===== config.mk =====
export PLATFORM = sky130hd
export DESIGN_NAME = pulse_charge_cfd_time_top
export DESIGN_NICKNAME = d
export VERILOG_FILES = /design/src/hw/rtl/pcfd_pkg.sv /design/src/hw/rtl/pcfd_ctrl.sv /design/src/hw/rtl/pcfd_div.sv /design/src/hw/rtl/pcfd_dp.sv /design/src/hw/rtl/pulse_charge_cfd_time_top.sv
export SDC_FILE = /design/constraint.sdc
export NUM_CORES = 2
export LEC_CHECK = 0
export ABC_AREA = 1
export BUFFER_PORTS_ARGS = -buffer_cell sky130_fd_sc_hd__buf_4
export CAP_MARGIN = 20
export CORE_ASPECT_RATIO = 0.75
export CORE_MARGIN = 1.5
export CORE_UTILIZATION = 44
export DETAILED_ROUTE_END_ITERATION = 16
export SLEW_MARGIN = 10
export SYNTH_ARGS = -nofsm -noshare
export SYNTH_HDL_FRONTEND = slang
export SYNTH_HIERARCHICAL = 1
export SYNTH_SLANG_ARGS = --single-unit
export TNS_END_PERCENT = 20

===== constraint.sdc =====
create_clock -name clk -period 15.56 [get_ports clk]
set_input_delay 3.112 -clock clk [delete_from_list [all_inputs] [get_ports clk]]
set_output_delay 3.112 -clock clk [all_outputs]
set_load 0.01 [all_outputs]

===== src/hw/rtl/pcfd_pkg.sv =====
// ----------------------------------------------------------------------------
// pcfd_pkg: shared definitions for the pulse charge and CFD timing block
// Holds default parameters, output ranges, register codes, controller
// states and the command and status groups between controller and datapath.
// ----------------------------------------------------------------------------
package pcfd_pkg;

	// Default build parameters.
	localparam int MAX_SAMPLES_DEF      = 128;
	localparam int PEDESTAL_SAMPLES_DEF = 30;
	localparam int CFD_DELAY_DEF        = 2;
	localparam int SAMPLE_BITS_DEF      = 12;

	// Fixed field widths.
	localparam int PED_W    = 16;
	localparam int THR_W    = 12;
	localparam int CHARGE_W = 25;
	localparam int TIME_W   = 19;
	localparam int CHAN_W   = 4;
	localparam int CFG_W    = 16;

	// Saturation limits and the threshold reset value.
	localparam int CHARGE_MIN = -16777216;
	localparam int CHARGE_MAX = 16777215;
	localparam int TIME_MIN   = -4096;
	localparam int TIME_MAX   = 262143;
	localparam int PED_MAX    = 65535;
	localparam int THR_RESET  = 4095;

	// Configuration register indexes.
	typedef enum logic [1:0] {
		REG_THRESHOLD = 2'd0,
		REG_PED_CH0   = 2'd1,
		REG_PED_CH1   = 2'd2
	} reg_index_t;

	// Controller states.
	typedef enum logic [3:0] {
		ST_LOAD,
		ST_CHECK,
		ST_PDIV,
		ST_CHARGE,
		ST_RDA,
		ST_EVA,
		ST_RDB,
		ST_EVB,
		ST_TDIV,
		ST_RESULT
	} state_t;

	// Commands from the controller to the datapath.
	typedef struct packed {
		logic load;
		logic ped_stored;
		logic ped_div;
		logic ped_take;
		logic charge;
		logic rd_b;
		logic ev_a;
		logic dec;
		logic t_div;
		logic t_take;
		logic nohit;
		logic out_load;
	} cmd_t;

	// Status from the datapath to the controller.
	typedef struct packed {
		logic hit;
		logic use_stored;
		logic search_ok;
		logic a_neg;
		logic idx_one;
		logic a2_gt;
		logic div_done;
		logic out_free;
	} status_t;

endpackage


===== src/hw/rtl/pcfd_ctrl.sv =====
// ----------------------------------------------------------------------------
// pcfd_ctrl: sequencing controller
// Steps one window through loading, pedestal, charge, backward CFD search,
// interpolation divide and result hand-off.
// ----------------------------------------------------------------------------
module pcfd_ctrl import pcfd_pkg::*; (
	input  logic    clk,
	input  logic    arst_n,
	input  logic    s_tvalid,
	input  logic    s_tlast,
	output logic    s_tready,
	input  status_t status,
	output cmd_t    cmd
);

	state_t state_q, state_d;

	// State register.
	always_ff @(posedge clk or negedge arst_n) begin
		if (!arst_n) begin
			state_q <= ST_LOAD;
		end else begin
			state_q <= state_d;
		end
	end

	// Next state and commands.
	always_comb begin
		state_d  = state_q;
		cmd      = '0;
		s_tready = 1'b0;
		unique case (state_q)
			ST_LOAD: begin
				s_tready = 1'b1;
				if (s_tvalid) begin
					cmd.load = 1'b1;
					if (s_tlast) state_d = ST_CHECK;
				end
			end
			ST_CHECK: begin
				if (!status.hit) begin
					cmd.nohit = 1'b1;
					state_d   = ST_RESULT;
				end else if (status.use_stored) begin
					cmd.ped_stored = 1'b1;
					state_d        = ST_CHARGE;
				end else begin
					cmd.ped_div = 1'b1;
					state_d     = ST_PDIV;
				end
			end
			ST_PDIV: begin
				if (status.div_done) begin
					cmd.ped_take = 1'b1;
					state_d      = ST_CHARGE;
				end
			end
			ST_CHARGE: begin
				cmd.charge = 1'b1;
				state_d    = status.search_ok ? ST_RDA : ST_RESULT;
			end
			ST_RDA: begin
				state_d = ST_EVA;
			end
			ST_EVA: begin
				cmd.ev_a = 1'b1;
				if (status.a_neg) begin
					state_d = ST_RDB;
				end else if (status.idx_one) begin
					state_d = ST_RESULT;
				end else begin
					cmd.dec = 1'b1;
					state_d = ST_RDA;
				end
			end
			ST_RDB: begin
				cmd.rd_b = 1'b1;
				state_d  = ST_EVB;
			end
			ST_EVB: begin
				if (status.a2_gt) begin
					cmd.t_div = 1'b1;
					state_d   = ST_TDIV;
				end else begin
					state_d = ST_RESULT;
				end
			end
			ST_TDIV: begin
				if (status.div_done) begin
					cmd.t_take = 1'b1;
					state_d    = ST_RESULT;
				end
			end
			ST_RESULT: begin
				if (status.out_free) begin
					cmd.out_load = 1'b1;
					state_d      = ST_LOAD;
				end
			end
			default: state_d = ST_LOAD;
		endcase
	end

endmodule


===== src/hw/rtl/pcfd_div.sv =====
// ----------------------------------------------------------------------------
// pcfd_div: iterative unsigned divider
// Restoring division, one quotient bit per cycle; shared by the pedestal
// mean and the CFD interpolation.
// ----------------------------------------------------------------------------
module pcfd_div import pcfd_pkg::*; #(
	parameter int DW = 36
) (
	input  logic          clk,
	input  logic          arst_n,
	input  logic          start,
	input  logic [DW-1:0] num,
	input  logic [DW-1:0] den,
	output logic [DW-1:0] quo,
	output logic          done
);

	localparam int CNT_W = $clog2(DW + 1);

	logic [DW-1:0]    num_q, den_q, rem_q;
	logic [CNT_W-1:0] cnt_q;
	logic             busy_q, done_q;
	logic [DW:0]      rem_sh, rem_sub;
	logic             ge;

	// One shift-and-subtract step.
	assign rem_sh  = {rem_q, num_q[DW-1]};
	assign ge      = rem_sh >= {1'b0, den_q};
	assign rem_sub = rem_sh - {1'b0, den_q};

	// Control of the iteration.
	always_ff @(posedge clk or negedge arst_n) begin
		if (!arst_n) begin
			busy_q <= 1'b0;
			done_q <= 1'b0;
			cnt_q  <= '0;
		end else if (start) begin
			busy_q <= 1'b1;
			done_q <= 1'b0;
			cnt_q  <= CNT_W'(DW);
		end else if (busy_q) begin
			cnt_q <= cnt_q - 1'b1;
			if (cnt_q == CNT_W'(1)) begin
				busy_q <= 1'b0;
				done_q <= 1'b1;
			end
		end else begin
			done_q <= 1'b0;
		end
	end

	// Remainder and quotient registers.
	always_ff @(posedge clk) begin
		if (start) begin
			num_q <= num;
			den_q <= den;
			rem_q <= '0;
		end else if (busy_q) begin
			rem_q <= ge ? rem_sub[DW-1:0] : rem_sh[DW-1:0];
			num_q <= {num_q[DW-2:0], ge};
		end
	end

	assign quo  = num_q;
	assign done = done_q;

endmodule


===== src/hw/rtl/pcfd_dp.sv =====
// ----------------------------------------------------------------------------
// pcfd_dp: datapath
// Sample store, running window statistics, pedestals, charge, CFD values,
// shared divider and the output register.
// ----------------------------------------------------------------------------
module pcfd_dp import pcfd_pkg::*; #(
	parameter int MAX_SAMPLES      = MAX_SAMPLES_DEF,
	parameter int PEDESTAL_SAMPLES = PEDESTAL_SAMPLES_DEF,
	parameter int CFD_DELAY        = CFD_DELAY_DEF,
	parameter int SAMPLE_BITS      = SAMPLE_BITS_DEF
) (
	input  logic                   clk,
	input  logic                   arst_n,
	input  logic [SAMPLE_BITS-1:0] sample,
	input  logic [CHAN_W-1:0]      channel_id,
	input  logic                   cfg_we,
	input  logic [1:0]             cfg_index,
	input  logic [CFG_W-1:0]       cfg_data,
	input  logic                   m_tready,
	input  cmd_t                   cmd,
	output status_t                status,
	output logic                   out_valid,
	output logic [CHARGE_W-1:0]    out_charge,
	output logic [TIME_W-1:0]      out_time,
	output logic                   out_hit,
	output logic                   out_cfd_valid
);

	localparam int SB   = SAMPLE_BITS;
	localparam int CW   = $clog2(MAX_SAMPLES + 1);
	localparam int IW   = $clog2(MAX_SAMPLES);
	localparam int WSW  = SB + CW;
	localparam int ESW  = SB + $clog2(PEDESTAL_SAMPLES + 1);
	localparam int NEW  = $clog2(PEDESTAL_SAMPLES + 1);
	localparam int XW   = ((SB + 4 > PED_W) ? SB + 4 : PED_W) + 1;
	localparam int AW   = XW + 2;
	localparam int NW   = AW + 11;
	localparam int PNW  = ESW + 5;
	localparam int DW   = (NW > PNW) ? NW : PNW;
	localparam int TW0  = ((DW > IW + 11) ? DW : IW + 11) + 2;
	localparam int TW   = (TW0 < 21) ? 21 : TW0;
	localparam int CHW0 = ((WSW + 4 > CW + PED_W) ? WSW + 4 : CW + PED_W) + 2;
	localparam int CHW  = (CHW0 < 26) ? 26 : CHW0;
	localparam int PRW  = CW + PED_W;

	localparam logic signed [CHW-1:0] CH_LO = CHW'(CHARGE_MIN);
	localparam logic signed [CHW-1:0] CH_HI = CHW'(CHARGE_MAX);
	localparam logic signed [TW-1:0]  T_LO  = TW'(TIME_MIN);
	localparam logic signed [TW-1:0]  T_HI  = TW'(TIME_MAX);

	// Configuration and pedestal registers.
	logic [THR_W-1:0] thr_q;
	logic [PED_W-1:0] ped0_q, ped1_q, ped_q;

	// Window statistics.
	logic [CW-1:0]     cnt_q;
	logic              cross_f_q;
	logic [IW-1:0]     cross_idx_q, peak_idx_q;
	logic [SB-1:0]     peak_q;
	logic [WSW-1:0]    wsum_q;
	logic [ESW-1:0]    esum_q;
	logic [CHAN_W-1:0] ch_q;

	// Sample store and search state.
	logic [SB-1:0]        mem [MAX_SAMPLES];
	logic [SB-1:0]        rd0_s1, rd1_s1;
	logic                 d_en_s1;
	logic [IW-1:0]        ra0, ra1, i_q;
	logic signed [AW-1:0] a1_q, a_cur;
	logic signed [XW-1:0] x0, x1;

	// Divider hookup.
	logic [DW-1:0] div_num, div_den, div_quo;
	logic          div_done;

	// Result fields.
	logic                      out_valid_q, hit_q, cv_q;
	logic [CHARGE_W-1:0]       charge_q;
	logic [TIME_W-1:0]         time_q;

	// Derived values.
	logic                 in_store, cross_early;
	logic [CW:0]          st_peak, st_lim, st;
	logic [NEW-1:0]       ne;
	logic [PRW-1:0]       prod;
	logic signed [CHW-1:0] charge_full;
	logic signed [AW:0]   den_t;
	logic [NW-1:0]        num_t;
	logic signed [TW-1:0] t_full;
	logic [PED_W-1:0]     ped_new;

	assign in_store    = 32'(cnt_q) < MAX_SAMPLES;
	assign cross_early = 32'(cross_idx_q) < PEDESTAL_SAMPLES;

	// Configuration writes; a newly computed pedestal also loads the stored pedestal of channel 0 or 1.
	always_ff @(posedge clk or negedge arst_n) begin
		if (!arst_n) begin
			thr_q  <= THR_W'(THR_RESET);
			ped0_q <= '0;
			ped1_q <= '0;
		end else if (cfg_we) begin
			unique case (reg_index_t'(cfg_index))
				REG_THRESHOLD: thr_q  <= cfg_data[THR_W-1:0];
				REG_PED_CH0:   ped0_q <= cfg_data;
				REG_PED_CH1:   ped1_q <= cfg_data;
				default: ;
			endcase
		end else if (cmd.ped_take) begin
			if (ch_q == CHAN_W'(0)) ped0_q <= ped_new;
			if (ch_q == CHAN_W'(1)) ped1_q <= ped_new;
		end
	end

	// Running statistics over the window.
	always_ff @(posedge clk or negedge arst_n) begin
		if (!arst_n) begin
			cnt_q       <= '0;
			cross_f_q   <= 1'b0;
			cross_idx_q <= '0;
			peak_q      <= '0;
			peak_idx_q  <= '0;
			wsum_q      <= '0;
			esum_q      <= '0;
		end else if (cmd.out_load) begin
			cnt_q       <= '0;
			cross_f_q   <= 1'b0;
			cross_idx_q <= '0;
			peak_q      <= '0;
			peak_idx_q  <= '0;
			wsum_q      <= '0;
			esum_q      <= '0;
		end else if (cmd.load && in_store) begin
			if (!cross_f_q && (SB'(sample) > SB'(thr_q))) begin
				cross_f_q   <= 1'b1;
				cross_idx_q <= cnt_q[IW-1:0];
			end
			if (sample > peak_q) begin
				peak_q     <= sample;
				peak_idx_q <= cnt_q[IW-1:0];
			end
			wsum_q <= wsum_q + WSW'(sample);
			if (32'(cnt_q) < PEDESTAL_SAMPLES) esum_q <= esum_q + ESW'(sample);
			cnt_q <= cnt_q + 1'b1;
		end
	end

	// The channel of the last sample of the window is the one used.
	always_ff @(posedge clk) begin
		if (cmd.load) ch_q <= channel_id;
	end

	// Sample store write and two registered read ports.
	assign ra0 = cmd.rd_b ? i_q + 1'b1 : i_q;
	assign ra1 = ra0 - IW'(CFD_DELAY);

	always_ff @(posedge clk) begin
		if (cmd.load && in_store) mem[cnt_q[IW-1:0]] <= sample;
		rd0_s1  <= mem[ra0];
		rd1_s1  <= mem[ra1];
		d_en_s1 <= 32'(ra0) >= CFD_DELAY;
	end

	// CFD value: twice the delayed sample minus the current, pedestal removed.
	assign x0    = $signed(XW'({rd0_s1, 4'b0000})) - $signed(XW'(ped_q));
	assign x1    = d_en_s1 ? ($signed(XW'({rd1_s1, 4'b0000})) - $signed(XW'(ped_q))) : '0;
	assign a_cur = (AW'(x1) <<< 1) - AW'(x0);

	// Search start: peak plus delay, clamped to two below the count.
	assign st_peak = (CW + 1)'(peak_idx_q) + (CW + 1)'(CFD_DELAY);
	assign st_lim  = (CW + 1)'(cnt_q) - (CW + 1)'(2);
	assign st      = (st_peak > st_lim) ? st_lim : st_peak;

	// Search index.
	always_ff @(posedge clk) begin
		if (cmd.charge) i_q <= st[IW-1:0];
		else if (cmd.dec) i_q <= i_q - 1'b1;
		if (cmd.ev_a) a1_q <= a_cur;
	end

	// Pedestal selection.
	always_ff @(posedge clk) begin
		if (cmd.ped_stored) ped_q <= (ch_q == CHAN_W'(0)) ? ped0_q : ped1_q;
		else if (cmd.ped_take) ped_q <= ped_new;
	end

	assign ped_new = (div_quo > DW'(PED_MAX)) ? PED_W'(PED_MAX) : div_quo[PED_W-1:0];

	// Divider operands: pedestal mean or interpolation fraction.
	assign ne    = (32'(cnt_q) < PEDESTAL_SAMPLES) ? NEW'(cnt_q) : NEW'(PEDESTAL_SAMPLES);
	assign den_t = (AW + 1)'(a_cur) - (AW + 1)'(a1_q);
	assign num_t = (NW'(-a1_q) << 10) + NW'(den_t >>> 1);

	always_comb begin
		if (cmd.t_div) begin
			div_num = DW'(num_t);
			div_den = DW'(den_t);
		end else begin
			div_num = (DW'(esum_q) << 4) + DW'(ne >> 1);
			div_den = DW'(ne);
		end
	end

	pcfd_div #(.DW(DW)) u_div (
		.clk    (clk),
		.arst_n (arst_n),
		.start  (cmd.ped_div | cmd.t_div),
		.num    (div_num),
		.den    (div_den),
		.quo    (div_quo),
		.done   (div_done)
	);

	// Charge: sixteen times the sum less count times pedestal.
	assign prod        = PRW'(cnt_q) * PRW'(ped_q);
	assign charge_full = $signed(CHW'(wsum_q) << 4) - $signed(CHW'(prod));

	// Time: bin offset plus the interpolated fraction.
	assign t_full = $signed(((TW'(i_q) - TW'(CFD_DELAY)) << 10) + TW'(div_quo));

	// Result fields.
	always_ff @(posedge clk) begin
		if (cmd.nohit) begin
			charge_q <= '0;
			time_q   <= '0;
			hit_q    <= 1'b0;
			cv_q     <= 1'b0;
		end else if (cmd.charge) begin
			if (charge_full < CH_LO) charge_q <= CH_LO[CHARGE_W-1:0];
			else if (charge_full > CH_HI) charge_q <= CH_HI[CHARGE_W-1:0];
			else charge_q <= charge_full[CHARGE_W-1:0];
			time_q <= '0;
			hit_q  <= 1'b1;
			cv_q   <= 1'b0;
		end else if (cmd.t_take) begin
			if (t_full < T_LO) time_q <= T_LO[TIME_W-1:0];
			else if (t_full > T_HI) time_q <= T_HI[TIME_W-1:0];
			else time_q <= t_full[TIME_W-1:0];
			cv_q <= 1'b1;
		end
	end

	// Output register: holds a result until it is taken.
	logic [CHARGE_W-1:0] ocharge_q;
	logic [TIME_W-1:0]   otime_q;
	logic                ohit_q, ocv_q;

	always_ff @(posedge clk or negedge arst_n) begin
		if (!arst_n) begin
			out_valid_q <= 1'b0;
		end else if (cmd.out_load) begin
			out_valid_q <= 1'b1;
		end else if (m_tready) begin
			out_valid_q <= 1'b0;
		end
	end

	always_ff @(posedge clk) begin
		if (cmd.out_load) begin
			ocharge_q <= charge_q;
			otime_q   <= time_q;
			ohit_q    <= hit_q;
			ocv_q     <= cv_q;
		end
	end

	assign out_valid     = out_valid_q;
	assign out_charge    = ocharge_q;
	assign out_time      = otime_q;
	assign out_hit       = ohit_q;
	assign out_cfd_valid = ocv_q;

	// Status toward the controller.
	always_comb begin
		status            = '0;
		status.hit        = cross_f_q;
		status.use_stored = cross_early && (ch_q == CHAN_W'(0) || ch_q == CHAN_W'(1));
		status.search_ok  = (cross_idx_q != '0) && (32'(cnt_q) > 2);
		status.a_neg      = a_cur[AW-1];
		status.idx_one    = i_q == IW'(1);
		status.a2_gt      = a_cur > a1_q;
		status.div_done   = div_done;
		status.out_free   = !out_valid_q || m_tready;
	end

endmodule


===== src/hw/rtl/pulse_charge_cfd_time_top.sv =====
// ----------------------------------------------------------------------------
// pulse_charge_cfd_time_top: pulse charge and constant-fraction timing
// Flow: a window of N samples loads one sample per cycle while s_tvalid is
// high; after the last sample follow the pedestal (a divided mean when
// used), the charge, a backward CFD search over the indices, a check of a
// negative CFD value against the next one and, when a crossing is found,
// the time interpolation divide. Throughput: one window at a time.
// The divider, the search and output back-pressure set the gap.
// Reset: arst_n clears control, threshold to 4095, pedestals to zero.
// ----------------------------------------------------------------------------
module pulse_charge_cfd_time_top import pcfd_pkg::*; #(
	parameter int MAX_SAMPLES      = MAX_SAMPLES_DEF,
	parameter int PEDESTAL_SAMPLES = PEDESTAL_SAMPLES_DEF,
	parameter int CFD_DELAY        = CFD_DELAY_DEF,
	parameter int SAMPLE_BITS      = SAMPLE_BITS_DEF
) (
	input  logic                                clk,
	input  logic                                arst_n,
	input  logic                                s_tvalid,
	output logic                                s_tready,
	input  logic [((SAMPLE_BITS+7)/8)*8-1:0]    s_tdata,  // sample
	input  logic                                s_tlast,  // last_sample
	input  logic [CHAN_W-1:0]                   s_tuser,  // channel_id
	output logic                                m_tvalid,
	input  logic                                m_tready,
	output logic [47:0]                         m_tdata,  // charge, hit_time
	output logic [1:0]                          m_tuser,  // hit_found, cfd_valid
	input  logic                                cfg_we,
	input  logic [1:0]                          cfg_index,
	input  logic [CFG_W-1:0]                    cfg_data
);

	cmd_t                cmd;
	status_t             status;
	logic [CHARGE_W-1:0] out_charge;
	logic [TIME_W-1:0]   out_time;
	logic                out_hit, out_cv;

	// Sequencing controller.
	pcfd_ctrl u_ctrl (
		.clk      (clk),
		.arst_n   (arst_n),
		.s_tvalid (s_tvalid),
		.s_tlast  (s_tlast),
		.s_tready (s_tready),
		.status   (status),
		.cmd      (cmd)
	);

	// Datapath.
	pcfd_dp #(
		.MAX_SAMPLES      (MAX_SAMPLES),
		.PEDESTAL_SAMPLES (PEDESTAL_SAMPLES),
		.CFD_DELAY        (CFD_DELAY),
		.SAMPLE_BITS      (SAMPLE_BITS)
	) u_dp (
		.clk           (clk),
		.arst_n        (arst_n),
		.sample        (s_tdata[SAMPLE_BITS-1:0]),
		.channel_id    (s_tuser),
		.cfg_we        (cfg_we),
		.cfg_index     (cfg_index),
		.cfg_data      (cfg_data),
		.m_tready      (m_tready),
		.cmd           (cmd),
		.status        (status),
		.out_valid     (m_tvalid),
		.out_charge    (out_charge),
		.out_time      (out_time),
		.out_hit       (out_hit),
		.out_cfd_valid (out_cv)
	);

	// Result packing.
	assign m_tdata = {4'b0000, out_time, out_charge};
	assign m_tuser = {out_cv, out_hit};

endmodule


==> results.json <==
{
  "overflow": 0,
  "hold_class": "reg -> reg",
  "core_area_sq_um": 226000,
  "finalClockSkew_ps": 87.7,
  "wire_per_inst_um": 23.2,
  "met2_usage_pct": 38.4,
  "tritoncts": "yes",
  "root_buffer": "clkbuf_16",
  "routabilityCongestion": 0.939,
  "nFillCells": 20400,
  "synthToLayoutAreaGrowth_pct": 10.4,
  "worst_setup_path_start_kind": "register",
  "syn_area_sq_um": 100000,
  "dieArea_sq_um": 230000,
  "cp_slowest_cell": "clkinv_1",
  "via_per_inst": 5.70,
  "drt_iter0_markers": 8843,
  "syn_inst": 10200,
  "clkSlewWorstSetupHoldPaths_ps": 70,
  "num_rows": 151,
  "crit_required_ps": 16360,
  "power_density_nw_per_um2": 176,
  "crit_path_frequent_cell": "nand2_1",
  "status": "finished, final reports clean",
  "report.final.slew_viol_count": 0,
  "clock_path_buffers": 4,
  "die_x_um": 553,
  "grtUsageMet3_pct": 6.60,
  "final-setup-viol-count": 0,
  "fin_setup_tns_ps": 0,
  "drc": 0,
  "crit_path_start": "u_dp/ped_q[0]$_DFFE_PP_",
  "drt_wl_total_um": 308000,
  "grt_max_degree": 209,
  "rr_worst_depth": 39,
  "reg2reg_to": "u_dp/u_div/rem_q[22]$_SDFFE_PP0P_",
  "io_pins": 96,
  "drive_above_1_share_pct": 8.37,
  "rsz0062_at_grt": "false",
  "final_hold_viol_count": 0,
  "die_h_um": 416,
  "maxSlewHeadroom_pct": 23.7,
  "start_util_pct": 44.3,
  "first_pass_iters": 8,
  "clkSinkCount": 1917,
  "port_buffers": 87,
  "place_hpwl_um": 198000,
  "ir_drop_mv": 0.287,
  "clock_latency_ps": 910,
  "finalCritPeriodShare_pct": 55.6,
  "synthFlopType": "edfxtp_1",
  "final_cell_mix": "2222 x nand2_1, 1688 x edfxtp_1, 931 x inv_1, 812 x nand3_1, 800 x o21ai_0",
  "pre_cts_slack_ps": 6960,
  "worst_slack_ps": 6900,
  "antenna_found_initial": 11,
  "cts_resized": 0,
  "ctsHoldBuffers": 0,
  "fmax_mhz": 116,
  "ys_seq_elements": 1917,
  "path_class": "reg -> reg",
  "synth_edf_count": 1688,
  "finalCriticalPeriod_ps": 8660,
  "grt_usage_pct": 26.2,
  "cp.arrival_ps": 9460,
  "grt_pass1_wl_um": 453000,
  "use_met1_pct": 38.2,
  "critPathMaxFanout": 36,
  "htree_levels": 4,
  "antenna_left": 0,
  "first_global_vias": 70700,
  "endpoint": "u_dp/u_div/rem_q[22]$_SDFFE_PP0P_",
  "cap_violations": 0,
  "cpPeakStageDelay_ps": 730,
  "regToRegStartpoint": "u_dp/ped_q[0]$_DFFE_PP_",
  "numCtsBuffers": 200,
  "dr_total_vias": 75700,
  "async_flop_share_pct": 6.68,
  "tightest_slew_ps": 1140,
  "rrSetupSlack_ps": 6900,
  "post-cts-setup-buffers": 0,
  "mostFrequentLayoutCell": "nand2_1",
  "ys_types": 72,
  "top_usage_layer": "met2",
  "final_nets": 10500,
  "yosysWarnings": 6,
  "critPathCaptureType": "register",
  "power_leakage_nw": 43.5,
  "synth.avg_cell_area_sq_um": 9.83,
  "yosysSeqAreaShare_pct": 55.9
}
[cells by family (layout without fill, tap and decap cells)]
group	Yosys count	after routing	share of synthesized area, %
AOI/OAI and AO/OA	1835	1835	10.3
and+or+nand+nor	3951	3951	16.3
other	1	10	0.00375
xor gates and xnor gates	114	114	1.06
buffers and inverters	1513	1635	6.04
DFF	1917	1917	55.9
adders and majority gates	360	360	5.33
muxes	477	477	4.99
[cell usage after synthesis, types with 14 or more instances]
| library cell | instances | share of area, % |
|---|---|---|
| nand2_1 | 2223 | 8.3 |
| edfxtp_1 | 1688 | 51 |
| inv_1 | 933 | 3.5 |
| nand3_1 | 812 | 4.1 |
| o21ai_0 | 802 | 4.0 |
| nor2_1 | 725 | 2.7 |
| a21oi_1 | 369 | 1.8 |
| clkbuf_1 | 312 | 1.2 |
| mux2i_1 | 302 | 3.0 |
| ha_1 | 250 | 3.1 |
| o211ai_1 | 246 | 1.8 |
| o21ai_1 | 194 | 0.97 |
| buf_2 | 167 | 0.84 |
| mux2_2 | 161 | 1.8 |
| dfrtp_1 | 116 | 2.9 |
| fa_1 | 110 | 2.2 |
| dfxtp_1 | 101 | 2.0 |
| o22ai_1 | 71 | 0.44 |
| xor2_1 | 66 | 0.58 |
| nor3_1 | 64 | 0.32 |
| buf_1 | 51 | 0.19 |
| nand4_1 | 50 | 0.31 |
| xnor2_1 | 43 | 0.38 |
| o21bai_1 | 29 | 0.22 |
| buf_4 | 26 | 0.20 |
| a31oi_1 | 23 | 0.14 |
| o221ai_1 | 20 | 0.18 |
| mux2_1 | 14 | 0.16 |
[worst max-delay path, delay by kind of cell (launching register included)]
family,cells,cell delay (ps)
AO/OA/AOI/OAI,10,2300
adder cells (fa/ha/maj),2,760
buffers and inverters,8,1890
flip-flops,1,670
AND/OR/NAND/NOR,19,2930
[routing by layer]
layer / share of wire (%) / wire, um
met5: 0.0088 / 27
met4: 2.7 / 8330
met3: 11 / 33800
met2: 42 / 130000
met1: 44 / 136000
[power breakdown]
group / internal, mW / switching, mW / total [mW]
clock network: 2.64 / 2.06 / 4.70
registers: 6.01 / 0.254 / 6.27
logic: 2.81 / 5.59 / 8.40
total: 11.5 / 7.91 / 19.4
[final cells by class]
class,count,area (sq um),area share [%]
Antenna cell,6,15.0,0.0136
Inverter,950,3590,3.25
Multi-Input combinational cell,6741,38200,34.6
Sequential cell,1917,55900,50.7
Timing Repair Buffer,324,2650,2.40
Clock buffer,249,5280,4.78
Tap cell,2983,3730,3.38
Clock inverter,112,1010,0.914
[through the flow]
step	cell area, sq um	utilization (%)	std cells	hold WS [ps]	total power, mW
after detailed placement	104000	46.1	12900	416	14.6
after floorplan	100000	-	10200	403	12.2
after global placement	104000	46.0	12900	417	14.5
after CTS	110000	48.8	13300	430	19.3
final	110000	48.9	13300	431	19.4
after global routing	110000	48.9	13300	437	20.7
[worst min-delay path by stage]
stage	from	to	cells after the start
2_1_floorplan	u_dp/charge_q[0]$_SDFFE_PP0P_	u_dp/out_charge[0]$_DFFE_PP_	0
3_3_place_gp	u_dp/time_q[9]$_SDFFE_PP0P_	u_dp/out_time[9]$_DFFE_PP_	0
3_5_place_dp	u_dp/charge_q[24]$_SDFFE_PP0P_	u_dp/out_charge[24]$_DFFE_PP_	0
4_1_cts	u_dp/charge_q[24]$_SDFFE_PP0P_	u_dp/out_charge[24]$_DFFE_PP_	0
5_1_grt	u_dp/charge_q[9]$_SDFFE_PP0P_	u_dp/out_charge[9]$_DFFE_PP_	0
6_report	u_dp/charge_q[24]$_SDFFE_PP0P_	u_dp/out_charge[24]$_DFFE_PP_	0
[registers in the layout, summed over array words and instances (netlist names), 8 cells and up]
name              count
u_dp/esum_q          17
u_dp/cnt_q            8
u_dp/peak_q          12
u_dp/a1_q            19
u_dp/mem           1536
u_dp/thr_q           12
u_dp/wsum_q          20
u_dp/ped_q           16
u_dp/charge_q        25
u_dp/u_div/den_q     30
u_dp/ped0_q          16
u_dp/ped1_q          16
u_dp/time_q          19
u_dp/out_time        19
u_dp/rd0_s1          12
u_dp/rd1_s1          12
u_dp/u_div/rem_q     30
u_dp/out_charge      25
u_dp/u_div/quo       30
Power figures use the tool's default switching activity.
